**src/design/lgq_pkg.sv**
```systemverilog
`default_nettype none
package lgq_pkg;

  localparam int POS_W    = 23;
  localparam int BEAT_W   = 32;
  localparam int MOD_STEPS = 32;

  localparam logic [1:0] CMD_GATE  = 2'd0;
  localparam logic [1:0] CMD_START = 2'd1;
  localparam logic [1:0] CMD_STOP  = 2'd2;

  localparam logic [2:0] REG_METER = 3'd0;
  localparam logic [2:0] REG_BARS  = 3'd1;
  localparam logic [2:0] REG_GATES = 3'd2;
  localparam logic [2:0] REG_LIVE  = 3'd3;
  localparam logic [2:0] REG_GRID  = 3'd4;

  // 1/64 beat in 16.16
  localparam logic [POS_W-1:0] MIN_GATE = 23'd1024;

  typedef struct packed {
    logic [1:0]        command;
    logic [BEAT_W-1:0] beat_position;
    logic [1:0]        voice_index;
    logic              gate_on;
  } in_item_t;

  typedef struct packed {
    logic             event_valid;
    logic [POS_W-1:0] event_position;
    logic [1:0]       event_voice;
    logic             event_gate_on;
    logic             cap_reached;
    logic             recording_active;
  } out_item_t;

  typedef struct packed {
    logic [2:0] addr;
    logic [4:0] wdata;
  } cfg_req_t;

  typedef struct packed {
    logic              start;
    logic [BEAT_W-1:0] dividend;
    logic [POS_W-1:0]  divisor;
  } mod_req_t;

  typedef struct packed {
    logic             busy;
    logic             done;
    logic [POS_W-1:0] remainder;
  } mod_rsp_t;

  // beats per bar counted in half beats
  function automatic logic [3:0] half_beats(input logic [2:0] meter);
    logic [3:0] hb;
    case (meter)
      3'd0:    hb = 4'd6;
      3'd1:    hb = 4'd8;
      3'd2:    hb = 4'd10;
      3'd3:    hb = 4'd7;
      3'd4:    hb = 4'd9;
      3'd5:    hb = 4'd11;
      default: hb = 4'd8;
    endcase
    return hb;
  endfunction

endpackage
`default_nettype wire

```
**src/design/lgq_stream_if.sv**
```systemverilog
`default_nettype none
interface lgq_stream_if #(
  parameter type payload_t = logic
);
  logic     valid;
  logic     ready;
  payload_t data;

  modport source (output valid, output data, input ready);
  modport sink (input valid, input data, output ready);
endinterface
`default_nettype wire

```
**src/design/lgq_serial_mod.sv**
```systemverilog
`default_nettype none
module lgq_serial_mod (
  input  wire               clk,
  input  wire               rst_n,
  input  lgq_pkg::mod_req_t req,
  output lgq_pkg::mod_rsp_t rsp
);
  import lgq_pkg::*;

  localparam int CNT_W = $clog2(MOD_STEPS + 1);

  logic [BEAT_W-1:0] dvd_r;
  logic [POS_W-1:0]  dsr_r;
  logic [POS_W-1:0]  rem_r;
  logic [POS_W-1:0]  rem_nxt;
  logic [CNT_W-1:0]  cnt_r;
  logic              busy_r;
  logic              done_r;
  logic [POS_W:0]    trial;

  // one dividend bit per cycle, restoring remainder
  assign trial   = {rem_r, dvd_r[BEAT_W-1]};
  assign rem_nxt = (trial >= {1'b0, dsr_r}) ? POS_W'(trial - {1'b0, dsr_r})
                                            : trial[POS_W-1:0];

  always_ff @(posedge clk) begin
    if (!rst_n) begin
      busy_r <= 1'b0;
      done_r <= 1'b0;
      cnt_r  <= '0;
    end else begin
      done_r <= 1'b0;
      if (req.start) begin
        busy_r <= 1'b1;
        cnt_r  <= CNT_W'(MOD_STEPS);
      end else if (busy_r) begin
        cnt_r <= cnt_r - 1'b1;
        if (cnt_r == CNT_W'(1)) begin
          busy_r <= 1'b0;
          done_r <= 1'b1;
        end
      end
    end
  end

  always_ff @(posedge clk) begin
    if (req.start) begin
      dvd_r <= req.dividend;
      dsr_r <= req.divisor;
      rem_r <= '0;
    end else if (busy_r) begin
      dvd_r <= {dvd_r[BEAT_W-2:0], 1'b0};
      rem_r <= rem_nxt;
    end
  end

  assign rsp.busy      = busy_r;
  assign rsp.done      = done_r;
  assign rsp.remainder = rem_r;

  a_rem_below_divisor: assert property (@(posedge clk) disable iff (!rst_n)
    busy_r |-> rem_r < dsr_r)
    else $error("partial remainder reached divisor");

  a_done_ends_busy: assert property (@(posedge clk) disable iff (!rst_n)
    done_r |-> !busy_r && $past(busy_r))
    else $error("done without a finished pass");

endmodule
`default_nettype wire

```
**src/design/live_gate_event_quantizer.sv**
```systemverilog
`default_nettype none
// path: start/stop, ignored and dropped requests go from accept straight to S_FIN;
//   a recorded gate without live quantize waits in S_MOD1, a quantized gate-on in S_MOD1 and S_MOD2,
//   a quantized gate-off in S_MOD1, then passes S_DUR, S_SUM and S_MOD2
// throughput: one request at a time, the next is taken the cycle after the result is registered;
//   set by the 32-step bit-serial remainder unit, run once or twice per gate
// reset: synchronous active low; config registers return to defaults, count and flags clear,
//   per-voice on positions clear to zero
module live_gate_event_quantizer #(
  parameter int STORE_CAPACITY = 2048,
  parameter int VOICE_COUNT    = 4
) (
  input wire           clk,
  input wire           rst_n,
  lgq_stream_if.sink   in_ch,
  lgq_stream_if.source out_ch,
  lgq_stream_if.sink   cfg_ch
);
  import lgq_pkg::*;

  localparam int CNT_W  = $clog2(STORE_CAPACITY + 1);
  localparam int VIDX_W = (VOICE_COUNT > 1) ? $clog2(VOICE_COUNT) : 1;

  typedef enum logic [2:0] {
    S_IDLE, S_MOD1, S_DUR, S_SUM, S_MOD2, S_FIN
  } state_t;

  state_t state_r;

  logic [2:0] meter_r;
  logic [4:0] bars_r;
  logic       gates_r;
  logic       live_r;
  logic [1:0] grid_r;

  logic [CNT_W-1:0] cnt_r;
  logic             rec_r;
  logic             cap_r;

  logic [POS_W-1:0] raw_on_r  [VOICE_COUNT];
  logic [POS_W-1:0] snap_on_r [VOICE_COUNT];

  logic [1:0]       voice_r;
  logic             on_r;
  logic             ev_r;
  logic [POS_W-1:0] len_r;
  logic [POS_W-1:0] pos_r;
  logic [POS_W-1:0] dur_r;
  logic [POS_W-1:0] res_pos_r;
  logic             out_valid_r;
  out_item_t        out_data_r;

  logic             in_fire;
  logic             cfg_fire;
  logic             out_free;
  logic [4:0]       bars_sat;
  logic [7:0]       len_half;
  logic [POS_W-1:0] len_c;
  logic             voice_ok;
  logic             gate_req;
  logic             store_full;
  logic [3:0]       voice_x;
  logic [VIDX_W-1:0] vidx;

  logic [16:0]      grid_g;
  logic [15:0]      grid_m;
  logic [POS_W:0]   snap_c;
  logic [24:0]      d0;
  logic [24:0]      d1;
  logic [24:0]      dsel;
  logic [POS_W-1:0] dur_nxt;
  logic [POS_W:0]   sum_c;

  mod_req_t mreq;
  mod_rsp_t mrsp;

  lgq_serial_mod u_mod (
    .clk   (clk),
    .rst_n (rst_n),
    .req   (mreq),
    .rsp   (mrsp)
  );

  assign in_fire  = in_ch.valid && in_ch.ready;
  assign cfg_fire = cfg_ch.valid && cfg_ch.ready;
  assign out_free = !out_valid_r || out_ch.ready;

  assign in_ch.ready  = (state_r == S_IDLE);
  assign cfg_ch.ready = 1'b1;
  assign out_ch.valid = out_valid_r;
  assign out_ch.data  = out_data_r;

  // loop length = half beats * bars * 32768
  assign bars_sat = (bars_r == 5'd0) ? 5'd1 : ((bars_r > 5'd16) ? 5'd16 : bars_r);
  assign len_half = {4'd0, half_beats(meter_r)} * {3'd0, bars_sat};
  assign len_c    = {len_half, 15'd0};

  assign voice_ok   = {3'b000, in_ch.data.voice_index} < 5'(VOICE_COUNT);
  assign gate_req   = (in_ch.data.command == CMD_GATE) && rec_r && gates_r && voice_ok;
  assign store_full = cnt_r >= CNT_W'(STORE_CAPACITY);

  assign voice_x = {2'b00, voice_r};
  assign vidx    = voice_x[VIDX_W-1:0];

  // nearest grid point, tie to the earlier one
  always_comb begin
    logic [15:0]      frac;
    logic [POS_W-1:0] lower;
    grid_g = 17'h10000 >> grid_r;
    grid_m = 16'(grid_g - 17'd1);
    frac   = mrsp.remainder[15:0] & grid_m;
    lower  = mrsp.remainder & ~{7'd0, grid_m};
    snap_c = {1'b0, lower} + ((frac > grid_g[16:1]) ? {7'd0, grid_g} : 24'd0);
  end

  // raw duration, wrapped once, held to the minimum gate
  assign d0   = {2'b00, pos_r} - {2'b00, raw_on_r[vidx]};
  assign d1   = d0 + {2'b00, len_r};
  assign dsel = d0[24] ? d1 : d0;
  assign dur_nxt = ($signed(dsel) < $signed({2'b00, MIN_GATE})) ? MIN_GATE
                                                                 : dsel[POS_W-1:0];
  assign sum_c = {1'b0, snap_on_r[vidx]} + {1'b0, dur_r};

  always_comb begin
    mreq.start    = 1'b0;
    mreq.dividend = in_ch.data.beat_position;
    mreq.divisor  = len_c;
    case (state_r)
      S_IDLE: begin
        mreq.start = in_fire && gate_req && !store_full;
      end
      S_MOD1: begin
        mreq.start    = mrsp.done && live_r && on_r;
        mreq.dividend = BEAT_W'(snap_c);
        mreq.divisor  = len_r;
      end
      S_SUM: begin
        mreq.start    = 1'b1;
        mreq.dividend = BEAT_W'(sum_c);
        mreq.divisor  = len_r;
      end
      default: ;
    endcase
  end

  always_ff @(posedge clk) begin
    if (!rst_n) begin
      state_r     <= S_IDLE;
      meter_r     <= 3'd1;
      bars_r      <= 5'd1;
      gates_r     <= 1'b1;
      live_r      <= 1'b0;
      grid_r      <= 2'd1;
      cnt_r       <= '0;
      rec_r       <= 1'b0;
      cap_r       <= 1'b0;
      out_valid_r <= 1'b0;
      for (int v = 0; v < VOICE_COUNT; v++) begin
        raw_on_r[v]  <= '0;
        snap_on_r[v] <= '0;
      end
    end else begin
      if (cfg_fire) begin
        unique case (cfg_ch.data.addr)
          REG_METER: meter_r <= cfg_ch.data.wdata[2:0];
          REG_BARS:  bars_r  <= cfg_ch.data.wdata;
          REG_GATES: gates_r <= cfg_ch.data.wdata[0];
          REG_LIVE:  live_r  <= cfg_ch.data.wdata[0];
          REG_GRID:  grid_r  <= cfg_ch.data.wdata[1:0];
          default: ;
        endcase
      end

      if (state_r == S_FIN && out_free) begin
        out_valid_r <= 1'b1;
      end else if (out_ch.ready) begin
        out_valid_r <= 1'b0;
      end

      unique case (state_r)
        S_IDLE: begin
          if (in_fire) begin
            voice_r <= in_ch.data.voice_index;
            on_r    <= in_ch.data.gate_on;
            len_r   <= len_c;
            ev_r    <= 1'b0;
            state_r <= S_FIN;
            unique case (in_ch.data.command)
              CMD_START: begin
                cnt_r <= '0;
                cap_r <= 1'b0;
                rec_r <= 1'b1;
              end
              CMD_STOP: begin
                rec_r <= 1'b0;
              end
              CMD_GATE: begin
                if (gate_req) begin
                  if (store_full) begin
                    cap_r <= 1'b1;
                    rec_r <= 1'b0;
                  end else begin
                    cnt_r   <= cnt_r + 1'b1;
                    ev_r    <= 1'b1;
                    state_r <= S_MOD1;
                  end
                end
              end
              default: ;
            endcase
          end
        end
        S_MOD1: begin
          if (mrsp.done) begin
            pos_r <= mrsp.remainder;
            if (!live_r) begin
              res_pos_r <= mrsp.remainder;
              state_r   <= S_FIN;
            end else if (on_r) begin
              raw_on_r[vidx] <= mrsp.remainder;
              state_r        <= S_MOD2;
            end else begin
              state_r <= S_DUR;
            end
          end
        end
        S_DUR: begin
          dur_r   <= dur_nxt;
          state_r <= S_SUM;
        end
        S_SUM: begin
          state_r <= S_MOD2;
        end
        S_MOD2: begin
          if (mrsp.done) begin
            res_pos_r <= mrsp.remainder;
            if (on_r) begin
              snap_on_r[vidx] <= mrsp.remainder;
            end
            state_r <= S_FIN;
          end
        end
        S_FIN: begin
          if (out_free) begin
            out_data_r.event_valid      <= ev_r;
            out_data_r.event_position   <= ev_r ? res_pos_r : '0;
            out_data_r.event_voice      <= ev_r ? voice_r : 2'd0;
            out_data_r.event_gate_on    <= ev_r && on_r;
            out_data_r.cap_reached      <= cap_r;
            out_data_r.recording_active <= rec_r;
            state_r                     <= S_IDLE;
          end
        end
        default: state_r <= S_IDLE;
      endcase
    end
  end

  a_one_request_at_a_time: assert property (@(posedge clk) disable iff (!rst_n)
    in_fire |=> !in_ch.ready)
    else $error("request taken while one is in progress");

  a_count_bounded: assert property (@(posedge clk) disable iff (!rst_n)
    cnt_r <= CNT_W'(STORE_CAPACITY))
    else $error("stored count above capacity");

  a_position_in_loop: assert property (@(posedge clk) disable iff (!rst_n)
    (state_r == S_FIN && ev_r) |-> res_pos_r < len_r)
    else $error("recorded position outside the loop");

  a_mod_done_expected: assert property (@(posedge clk) disable iff (!rst_n)
    mrsp.done |-> (state_r == S_MOD1 || state_r == S_MOD2))
    else $error("remainder finished outside a wait state");

  a_mod_free_when_idle: assert property (@(posedge clk) disable iff (!rst_n)
    (state_r == S_IDLE) |-> !mrsp.busy)
    else $error("remainder unit busy while idle");

endmodule
`default_nettype wire

```
**src/flat_wrapper.sv**
```systemverilog
// flat-port wrapper written by rule: the top's interface ports become plain ports
module live_gate_event_quantizer_flat import lgq_pkg::*;
#(
  parameter int STORE_CAPACITY = 2048,
  parameter int VOICE_COUNT    = 4
)
  (clk, rst_n, in_ch_valid, in_ch_data, in_ch_ready, out_ch_valid, out_ch_data, out_ch_ready, cfg_ch_valid, cfg_ch_data, cfg_ch_ready);
  lgq_stream_if #(.payload_t(in_item_t)) in_ch_i ();
  lgq_stream_if #(.payload_t(out_item_t)) out_ch_i ();
  lgq_stream_if #(.payload_t(cfg_req_t)) cfg_ch_i ();
  input wire clk;
  input wire rst_n;
  input wire logic [$bits(in_ch_i.valid)-1:0] in_ch_valid;
  input wire logic [$bits(in_ch_i.data)-1:0] in_ch_data;
  output wire logic [$bits(in_ch_i.ready)-1:0] in_ch_ready;
  output wire logic [$bits(out_ch_i.valid)-1:0] out_ch_valid;
  output wire logic [$bits(out_ch_i.data)-1:0] out_ch_data;
  input wire logic [$bits(out_ch_i.ready)-1:0] out_ch_ready;
  input wire logic [$bits(cfg_ch_i.valid)-1:0] cfg_ch_valid;
  input wire logic [$bits(cfg_ch_i.data)-1:0] cfg_ch_data;
  output wire logic [$bits(cfg_ch_i.ready)-1:0] cfg_ch_ready;
  assign in_ch_i.valid = in_ch_valid;
  assign in_ch_i.data = in_ch_data;
  assign in_ch_ready = in_ch_i.ready;
  assign out_ch_valid = out_ch_i.valid;
  assign out_ch_data = out_ch_i.data;
  assign out_ch_i.ready = out_ch_ready;
  assign cfg_ch_i.valid = cfg_ch_valid;
  assign cfg_ch_i.data = cfg_ch_data;
  assign cfg_ch_ready = cfg_ch_i.ready;
  live_gate_event_quantizer #(.STORE_CAPACITY(STORE_CAPACITY), .VOICE_COUNT(VOICE_COUNT)) u_core (.clk(clk), .rst_n(rst_n), .in_ch(in_ch_i), .out_ch(out_ch_i), .cfg_ch(cfg_ch_i));
endmodule
```
**config.mk**
```make
export PLATFORM = sky130hd
export DESIGN_NAME = live_gate_event_quantizer_flat
export DESIGN_NICKNAME = d
export VERILOG_FILES = /design/src/design/lgq_pkg.sv /design/src/design/lgq_stream_if.sv /design/src/design/lgq_serial_mod.sv /design/src/design/live_gate_event_quantizer.sv /design/src/flat_wrapper.sv
export SDC_FILE = /design/constraint.sdc
export NUM_CORES = 1
export LEC_CHECK = 0
export BUFFER_PORTS_ARGS = -buffer_cell sky130_fd_sc_hd__clkbuf_2
export CAP_MARGIN = 20
export CORE_ASPECT_RATIO = 1.1
export CORE_UTILIZATION = 30
export DETAILED_ROUTE_END_ITERATION = 8
export PLACE_DENSITY = 0.52
export SETUP_SLACK_MARGIN = 0.05
export SYNTH_ARGS = -nofsm -noshare
export SYNTH_HDL_FRONTEND = slang
export SYNTH_SLANG_ARGS = --single-unit
```
**constraint.sdc**
```tcl
create_clock -name clk -period 7.5 [get_ports clk]
set_clock_uncertainty 0.15 [all_clocks]
set_input_delay 0 -clock clk [delete_from_list [all_inputs] [get_ports clk]]
set_output_delay 0 -clock clk [all_outputs]
set_load 0.05 [all_outputs]
```
### Word level (Yosys, flattened, before mapping)

Memories as Yosys holds them, arrays and structs flattened. A register that Yosys moved wholly into a read port is not among the register bits.
Index checks and enable logic that the tools add are counted.

| word-level totals | value |
|---|---|
| bits in writable memories | 184 |
| memories | 2 |
| bits in registers | 226 |
| output and inout bits | 32 |
| word-level logic and storage cells | 178 |

| cells by class | value |
|---|---|
| equality and inequality tests | 24 |
| reductions and logical operators | 41 |
| muxes and demuxes | 61 |
| shift operators | 1 |
| add/subtract/negate cells | 8 |
| bitwise logic cells | 5 |
| $mul | 1 |
| $lt $le $gt $ge | 5 |

Memories:

| memory | words | width | read ports | clocked after Yosys merged registers in | wr ports | RTL line | source |
|---|---|---|---|---|---|---|---|
| u_core.raw_on_r | 4 | 23 | 1 | 1 | 4 | live_gate_event_quantizer.sv:40 | `logic [POS_W-1:0] raw_on_r [VOICE_COUNT];` |
| u_core.snap_on_r | 4 | 23 | 1 | 1 | 4 | live_gate_event_quantizer.sv:41 | `logic [POS_W-1:0] snap_on_r [VOICE_COUNT];` |

Operators by type and width:

| operator | number |
|---|---|
| 2-to-1 mux 23 bit | 6 |
| case mux 55 bit (2 select lines) | 1 |
| 2-to-1 mux 32 bit | 2 |
| case mux 23 bit (2 select lines) | 1 |
| OR reduction 23 bit | 2 |
| 2-to-1 mux 3 bit | 9 |
| adder 25 x 23 -> 25 bit | 1 |
| < comparator 25 x 12 -> 1 bit, second input constant | 1 |
| 2-to-1 mux 25 bit | 1 |
| adder 23 x 23 -> 24 bit | 1 |
| adder 23 x 24 -> 24 bit | 1 |
| greater-or-equal comparator 24 x 23 -> 1 bit | 1 |
| 2-to-1 mux 1 bit | 24 |
| 2-to-1 mux 12 bit | 2 |
| case mux 12 bit (2 select lines) | 1 |
| subtractor 23 x 23 -> 24 bit | 1 |
| AND 23 bit | 1 |
| inverter 16 -> 23 bit | 1 |
| subtractor 23 bit | 1 |
| case mux 4 bit (5 select lines) | 1 |
| AND reduction 5 bit | 4 |
| equality test 3 x 2 -> 1 bit, second input constant | 6 |
| case mux 3 bit (6 select lines) | 1 |
| 2-to-1 mux 17 bit | 1 |
| 35 further kinds | 75 |

### Logic depth before layout (Yosys ltp)

Gate-level depths: netlist (run 1).

| logic depth | value |
|---|---|
| depth in word-level cells | 8 |
| gate-level depth with buffers | 27 |

### By module

A second synthesis (run 1) with hierarchy kept.

| second synthesis, totals | value |
|---|---|
| cells, all modules | 1,931 |
| area, all modules | 22,273.9 µm² |

By module, submodules not included:

| module | times used | area an instance (µm²) | cells an instance | seq. area each (µm²) |
|---|---|---|---|---|
| live_gate_event_quantizer | 1 | 17,505.5 | 1,478 | 9,469.1 |
| lgq_serial_mod | 1 | 4,768.3 | 453 | 2,272.2 |

### Worst setup path before layout (run 1)

No wires, ideal clock.

| timing path | value |
|---|---|
| path kind | reg-to-reg |
| start point | register (tool-made name) |
| end point | register u_core.dur_r[3], data pin |
| cell stages (with the launch flop) | 25 |
| data required time | 7.084 ns |
| setup time | 0.266 ns |
| slack | 1.428 ns |
| clock period less this slack | 6.072 ns |
| data arrival time | 5.657 ns |
| cells stage by stage | dfxtp_1 clkbuf_1 buf_1 mux4_2 ha_1 inv_1 fa_1 a211oi_2 nor2_2 a21o_1 o41ai_4 o21bai_1 xnor2_1 ha_1 a21o_1 a21oi_1 o21ai_0 a2111o_1 a21o_1 a221oi_1 a32o_1 and3_1 a22o_1 buf_6 a211oi_2 |

RTL lines:

| element | RTL line | source |
|---|---|---|
| end signal: assignment | live_gate_event_quantizer.sv:228 | `dur_r <= dur_nxt;` |
| end: declaration | live_gate_event_quantizer.sv:48 | `logic [POS_W-1:0] dur_r;` |

==> results.yml, run 1 <==
status:
  status: "finished, final reports clean"
logic_synthesis:
  synthDistinctLibCells: 73
  netlist_top_cells_count: "edfxtp_1 (334), and2_1 (178), nor2_1 (158)"
  syn_avg_cell_area_um2: 11.6
  yosys_most_used_dff: "edfxtp_1"
  yosysSeqAreaShare_pct: 55.0
  synth.top_cell.area_share_pct: 48.8
  synthTopCellsByArea: "edfxtp_1 (49%), dfxtp_1 (6.1%), and2_1 (5.4%), ha_1 (5.3%), mux4_2 (5.0%)"
  ys_ff_latch: 397
  yosysTopAreaCell: "edfxtp_1"
  ys.warnings.count: 0
  synthCells: 1763
  postSynth.asyncResetShare_pct: 0
  synth_edf_count: 334
  synth_nets: 1911
  synth.cell_area_um2: 20500
  synth_most_common_cell: "edfxtp_1"
critical_path:
  path_common_cell: "a21o_1"
  path_class: "reg2reg"
  endpoint_kind: "flop"
  critPathArrivalTime_ns: 6.43
  slowest_stage: "dfxtp_4"
  reg2reg_setup_slack_ns: 1.21
  crit_fanout: 27
  r2r_cells: 20
  worstSetupStartpointType: "flop"
  cpPeakStageDelay_ns: 0.71
  cp_cell_sequence: "mux4_2, inv_1, ha_1, a211oi_2, nor2_2, a21o_1, o41ai_4, o21bai_1, xnor2_1, ha_1, a21o_1, a21oi_1, o21ai_0, a2111o_1, a21o_1, a221oi_1, a32o_1, and3_1, a22o_1, nor2_1"
  crit_required_ns: 7.65
  rr_endpoint: "u_core.dur_r[5]$_SDFFCE_PP0P_"
clock_tree:
  cts_htree_levels: 2
  cts_setup_buffers: 0
  clock_latency_ns: 0.58
  ctsRootBufferMaster: "clkbuf_16"
  numCtsBuffers: 43
  cts.path.max_buffers: 3
  clock-sinks: 397
  clkTransAtPathRegs_ns: 0.06
  tritoncts: "yes"
sta:
  hold_viol_final: 0
  tightest_slew_ns: 1.12
  rsz0062_at_grt: "false"
  drv_slew: 0
  hold_ws_ns: 0.0465
  slew_headroom_pct: 25.2
  fmax_mhz: 159
  min_period_ns: 6.29
  fin_setup_tns_ns: 0
  setup_viol: 0
  period_share_pct: 83.8
route:
  drtIter0Drc: 802
  first_pass_iters: 5
  wl_mm: 55.8
  drc_errors: 0
  vias: 13700
  avgViaCountPerCell: 4.85
  antenna_left: 0
  wl_per_cell_um: 19.7
place:
  place_congestion: 0.876
  dpl.hpwl_mm: 38.7
  io_buffers: 80
floorplanning:
  die_h_um: 276
  die_width_um: 251
  initial_utilization_pct: 30.3
  coreArea_um2: 67700
  io_pins: 82
  rows: 100
  dieArea_um2: 69500
global_routing:
  globalRouteTotalUtil_pct: 16.2
  grt_antenna_before_repair: 1
  grt_max_degree: 44
  grt_pass1_vias: 14100
  grt_pass1_wl_mm: 85.9
  grt.overflow.total: 0
cells_and_area:
  drive_above_1_share_pct: 13.9
  nets: 2030
  num_antenna_cells: 0
  syn2layout_area_growth_pct: 17.1
pwr:
  vdd_drop_max_mv: 0.155
  power.density_nw_per_um2: 269
  p_leak_uw: 0.00917
job:
  drv_cap: 0
hold_path:
  hold_path_class: "in2reg"
  whs_path_depth: 2
  whs_endpoint: "u_core.vidx[0]$_DFFE_PP_"
  hp-start: "in_ch_data[1]"
[final cells by class]
cell class | instances | area, um2
clock buffer | 60 | 1180
clock inverter | 20 | 191
fill | 6638 | 43600
inverter | 78 | 293
multi-input combinational | 1183 | 8620
sequential | 397 | 11300
tap | 918 | 1150
timing repair buffer | 179 | 1320
[state kept, by name (all words and copies together) (netlist names), 6 cells and up, named ones only]
| name | flops |
|---|---|
| u_core.snap_on_r | 92 |
| u_core.u_mod.cnt_r | 6 |
| u_core.pos_r | 23 |
| u_core.u_mod.dsr_r | 8 |
| u_core.cnt_r | 12 |
| u_core.out_ch.data | 29 |
| u_core.u_mod.rem_r | 23 |
| u_core.u_mod.dvd_r | 32 |
| u_core.dur_r | 23 |
| u_core.res_pos_r | 23 |
| u_core.raw_on_r | 92 |
| u_core.len_r | 8 |
[worst max-delay path by stage]
stage	start	slack (ns)	end
3_5_place_dp	flop	1.17	u_core.dur_r[5]$_SDFFCE_PP0P_
4_1_cts	flop	1.09	u_core.dur_r[5]$_SDFFCE_PP0P_
6_report	flop	1.21	u_core.dur_r[5]$_SDFFCE_PP0P_
2_1_floorplan	flop	1.43	u_core.dur_r[3]$_SDFFCE_PP0P_
3_3_place_gp	flop	1.32	u_core.dur_r[8]$_SDFFCE_PP0P_
5_1_grt	flop	0.71	u_core.dur_r[2]$_SDFFCE_PP0P_
[where the power goes]
group | leakage [uW] | total, uW | switching, uW | internal [uW]
combinational | 0.00473 | 1480 | 893 | 588
clock | 0.000661 | 2080 | 902 | 1180
sequential | 0.00378 | 2900 | 330 | 2580
total | 0.00917 | 6470 | 2120 | 4340
[timing repair]
| action | in CTS | in global routing |
|---|---|---|
| hold buffers | 65 | 0 |
| hold endpoints to repair | 69 | 0 |
| resized for setup | 0 | 0 |
[stage by stage]
| step | cell area [um2] | setup slack [ns] | total power, uW | util (%) | std cells |
|---|---|---|---|---|---|
| after floorplan | 20500 | 1.43 | 3850 | - | 1763 |
| after global placement | 22000 | 1.32 | 4400 | 32.5 | 2688 |
| after detailed placement | 22000 | 1.17 | 4410 | 32.5 | 2689 |
| after CTS | 24000 | 1.09 | 6540 | 35.5 | 2834 |
| after global routing | 24000 | 0.708 | 6800 | 35.5 | 2835 |
| final | 24000 | 1.21 | 6470 | 35.5 | 2835 |
[kinds of logic after synthesis]
group | after synthesis | synth area share, %
AND/OR/NAND/NOR | 661 | 16.7
flip-flops | 397 | 55.0
AO/OA/AOI/OAI | 270 | 8.60
buffers and inverters | 183 | 3.47
adder cells (fa/ha/maj) | 98 | 6.37
multiplexers | 87 | 7.07
XOR/XNOR | 66 | 2.82
other | 1 | 0.0183
[placed cells by master, fill, tap and decap left out, drive strengths merged, types with 46 or more instances in the layout]
cell         netlist  final
edfxtp           334    334
and2             178    178
nor2             159    159
clkbuf            87    140
nand2            113    113
ha                87     87
a21oi             83     83
inv               77     78
dlygate4sd3        0     65
dfxtp             63     63
o21ai             59     59
mux4              46     46
[routing by layer]
metal | track usage, % | part of all wire, % | wire length, um
met1 | 21.7 | 46 | 25800
met2 | 27.3 | 48 | 26800
met5 | 0 | 0 | 0
met3 | 2.00 | 3.5 | 1980
met4 | 4.36 | 2.1 | 1180
[worst max-delay path: cells and delay by family (launching register included)]
| family | cells | cell delay [ns] |
|---|---|---|
| multiplexers | 1 | 0.60 |
| AND/OR/NAND/NOR | 3 | 0.37 |
| flip-flops | 1 | 0.71 |
| adder cells (fa/ha/maj) | 2 | 0.57 |
| AO/OA/AOI/OAI | 12 | 3.25 |
| buffers and inverters | 1 | 0.07 |
| XOR/XNOR | 1 | 0.28 |
Note: power is estimated with default switching activity, not from simulation.
==> inputs of run 2 (changes only) <==
--- a/config.mk
+++ b/config.mk
@@ -5,12 +5,13 @@
 export SDC_FILE = /design/constraint.sdc
 export NUM_CORES = 1
 export LEC_CHECK = 0
+export ABC_AREA = 1
 export BUFFER_PORTS_ARGS = -buffer_cell sky130_fd_sc_hd__clkbuf_2
 export CAP_MARGIN = 20
 export CORE_ASPECT_RATIO = 1.1
 export CORE_UTILIZATION = 30
 export DETAILED_ROUTE_END_ITERATION = 8
-export PLACE_DENSITY = 0.52
+export PLACE_DENSITY = 0.53
 export SETUP_SLACK_MARGIN = 0.05
 export SYNTH_ARGS = -nofsm -noshare
 export SYNTH_HDL_FRONTEND = slang
==> constraint.sdc (replaced) <==
create_clock -name clk -period 5.3 [get_ports clk]
set_clock_uncertainty 0.15 [all_clocks]
set_input_delay 0 -clock clk [delete_from_list [all_inputs] [get_ports clk]]
set_output_delay 0 -clock clk [all_outputs]
set_load 0.05 [all_outputs]
==> run 2 against run 1 <==
Die area rose by 1.8%. Synthesized cell count rose by 33%. Combinational power rose by 86%. Critical path type unchanged. Largest power group unchanged. Highest routed layer unchanged.
==> results.yml, run 2 <==
cells_and_area:
  fin_area_um2: 24600
  num_antenna_cells: 0
  drive_above_1_share_pct: 9.88
  layout_commonest_cell: "nand2_1"
  nets: 2637
  layout_common_cells: "nand2_1 (493), nor2_1 (357), edfxtp_1 (334)"
  syn2layout_area_growth_pct: 17.7
  biggestRegsByFlops: "u_core.raw_on_r x92, u_core.snap_on_r x92, u_core.u_mod.dvd_r x32"
clock_tree:
  clock_latency_ns: 0.58
  cts_htree_levels: 2
  clock-sinks: 397
  numCtsBuffers: 42
  clkTransAtPathRegs_ns: 0.06
  cts_setup_buffers: 0
  tritoncts: "yes"
  ctsRootBufferMaster: "clkbuf_16"
  cts.path.max_buffers: 3
logic_synthesis:
  synthTopCellsByArea: "edfxtp_1 (48%), nand2_1 (8.9%), nor2_1 (6.4%), dfxtp_1 (6.0%), ha_1 (5.2%)"
  synthDistinctLibCells: 54
  netlist_top_cells_count: "nand2_1 (494), nor2_1 (359), edfxtp_1 (334)"
  synth.cell_area_um2: 20900
  synthCells: 2339
  yosysTopAreaCell: "edfxtp_1"
  synth_nets: 2487
  ys.warnings.count: 0
  postSynth.asyncResetShare_pct: 0
  ys_ff_latch: 397
  synth_edf_count: 334
  synth.top_cell.area_share_pct: 48.0
  syn_avg_cell_area_um2: 8.93
  yosysSeqAreaShare_pct: 54.0
  yosys_most_used_dff: "edfxtp_1"
  synth_most_common_cell: "nand2_1"
route:
  wl_per_cell_um: 18.7
  drtIter0Drc: 1368
  wl_mm: 64.4
  first_pass_iters: 5
  antenna_left: 0
  drc_errors: 0
  vias: 16800
  avgViaCountPerCell: 4.87
global_routing:
  grt_pass1_vias: 16500
  use_met3_pct: 1.86
  grt_max_degree: 48
  grtUsageMet2_pct: 32.9
  use_met1_pct: 22.2
  grt_busiest_layer: "met2"
  grt_pass1_wl_mm: 97.6
  grt.overflow.total: 0
  globalRouteTotalUtil_pct: 18.2
  grt_antenna_before_repair: 0
critical_path:
  path_class: "reg2reg"
  crit_fanout: 47
  endpoint_kind: "flop"
  cpPeakStageDelay_ns: 0.41
  path_common_cell: "nand2_1"
  slowest_stage: "ha_1"
  critPathArrivalTime_ns: 4.99
  worstSetupStartpointType: "flop"
  crit_required_ns: 5.46
  crit_family: "simple AND/OR/NAND/NOR gates"
  cp.depth: 25
  r2r_cells: 25
  crit_buf_inv: 1
hold_path:
  hp-start: "in_ch_data[2]"
  whs_path_depth: 2
  hold_path_class: "in2reg"
pwr:
  p_int_uw: 6080
  clockPowerShare_pct: 31.3
  power_uw: 9280
  p_sw_share_pct: 34.5
  power_frac_comb_pct: 29.7
  pwr-share-seq_pct: 39.0
  vdd_drop_max_mv: 0.240
  power.density_nw_per_um2: 377
  switchingPower_uw: 3200
  p_leak_uw: 0.00996
place:
  io_buffers: 80
  place_congestion: 0.881
  dpl_cell_area_um2: 22500
  dpl.hpwl_mm: 46.6
sta:
  hold_ws_ns: 0.0485
  fin_setup_tns_ns: 0
  fmax_mhz: 207
  hold_viol_final: 0
  setup_viol: 0
  rsz0062_at_grt: "false"
  min_period_ns: 4.83
  period_share_pct: 91.1
  slew_headroom_pct: 30.5
  tightest_slew_ns: 1.03
  drv_slew: 0
floorplanning:
  rows: 101
  initial_utilization_pct: 30.3
  coreArea_um2: 69000
  io_pins: 82
  die_h_um: 279
  dieArea_um2: 70700
  die_width_um: 254
status:
  status: "finished, final reports clean"
job:
  drv_cap: 0
run 2: final timing paths:
kind                            slack (ns)                              end
worst max register to register        0.47   u_core.dur_r[13]$_SDFFCE_PP0P_
worst min-delay path                  0.05         u_core.vidx[1]$_DFFE_PP_
worst max-delay path                  0.47   u_core.dur_r[13]$_SDFFCE_PP0P_
worst min register to register        0.29  u_core.out_ch.data[1]$_DFFE_PP_
run 2: power by group through the flow:
stage / logic (uW) / registers [uW] / clock network (uW)
after floorplan: 1820 / 3720 / 0
after global placement: 2670 / 3690 / 0
after detailed placement: 2690 / 3690 / 0
after CTS: 2740 / 3620 / 2980
after global routing: 3040 / 3630 / 3080
final: 2750 / 3620 / 2910
run 2: cell type report:
| class | instances | area (um2) |
|---|---|---|
| clock buffer | 59 | 1160 |
| tap | 927 | 1160 |
| fill | 7119 | 44400 |
| timing repair buffer | 206 | 1610 |
| multi-input combinational | 1568 | 8180 |
| clock inverter | 17 | 168 |
| inverter | 274 | 1030 |
| sequential | 397 | 11300 |
run 2: repair_timing:
action / in CTS / in global routing
endpoints found under the hold margin: 67 / 0
setup endpoints to repair: 0 / 22
gates resized for setup: 0 / 5
hold buffers: 70 / 0
run 2: routing by layer:
metal  wire length [um]  vias to the layer above
met5                  0                        -
met3               2870                       93
met2              32400                      430
li1                   -                     8156
met1              26900                     8120
met4               2250                        0
run 2: kinds of logic (layout without fill, tap and decap cells):
group	Yosys count	count (layout)	synth area share, %
multiplexers	1	1	0.0539
AO/OA/AOI/OAI	373	373	10.2
adder cells (fa/ha/maj)	98	98	6.26
other	1	1	0.0179
XOR/XNOR	34	34	1.43
buffers and inverters	374	556	6.98
AND/OR/NAND/NOR	1061	1061	21.0
flip-flops	397	397	54.0
run 2: worst register-to-register path, stage by stage, from the launching register on:
cell,delay (ns)
dfxtp_2,0.36
buf_6,0.32
nand2_1,0.12
a32o_1,0.27
ha_1,0.41
nand2_1,0.17
nor2_1,0.29
nand3_1,0.12
nand3b_1,0.16
nand2_1,0.12
nand3_1,0.11
nand2_1,0.09
ha_1,0.36
a21oi_1,0.17
nand2_1,0.10
nand2_1,0.09
nand2_1,0.06
a21oi_1,0.15
xor2_1,0.17
nand2_1,0.07
nand2_1,0.08
nand2_1,0.05
nor2_1,0.12
nand3_2,0.12
nand2_4,0.27
nor2_1,0.09
run 2: stage by stage:
stage / instances / utilization [%] / setup WS, ns
floorplan: 2339 / - / 1.05
global placement: 3298 / 32.6 / 0.463
detailed placement: 3300 / 32.6 / 0.393
CTS: 3446 / 35.6 / 0.353
global route: 3448 / 35.6 / 0.0651
finish: 3448 / 35.6 / 0.470
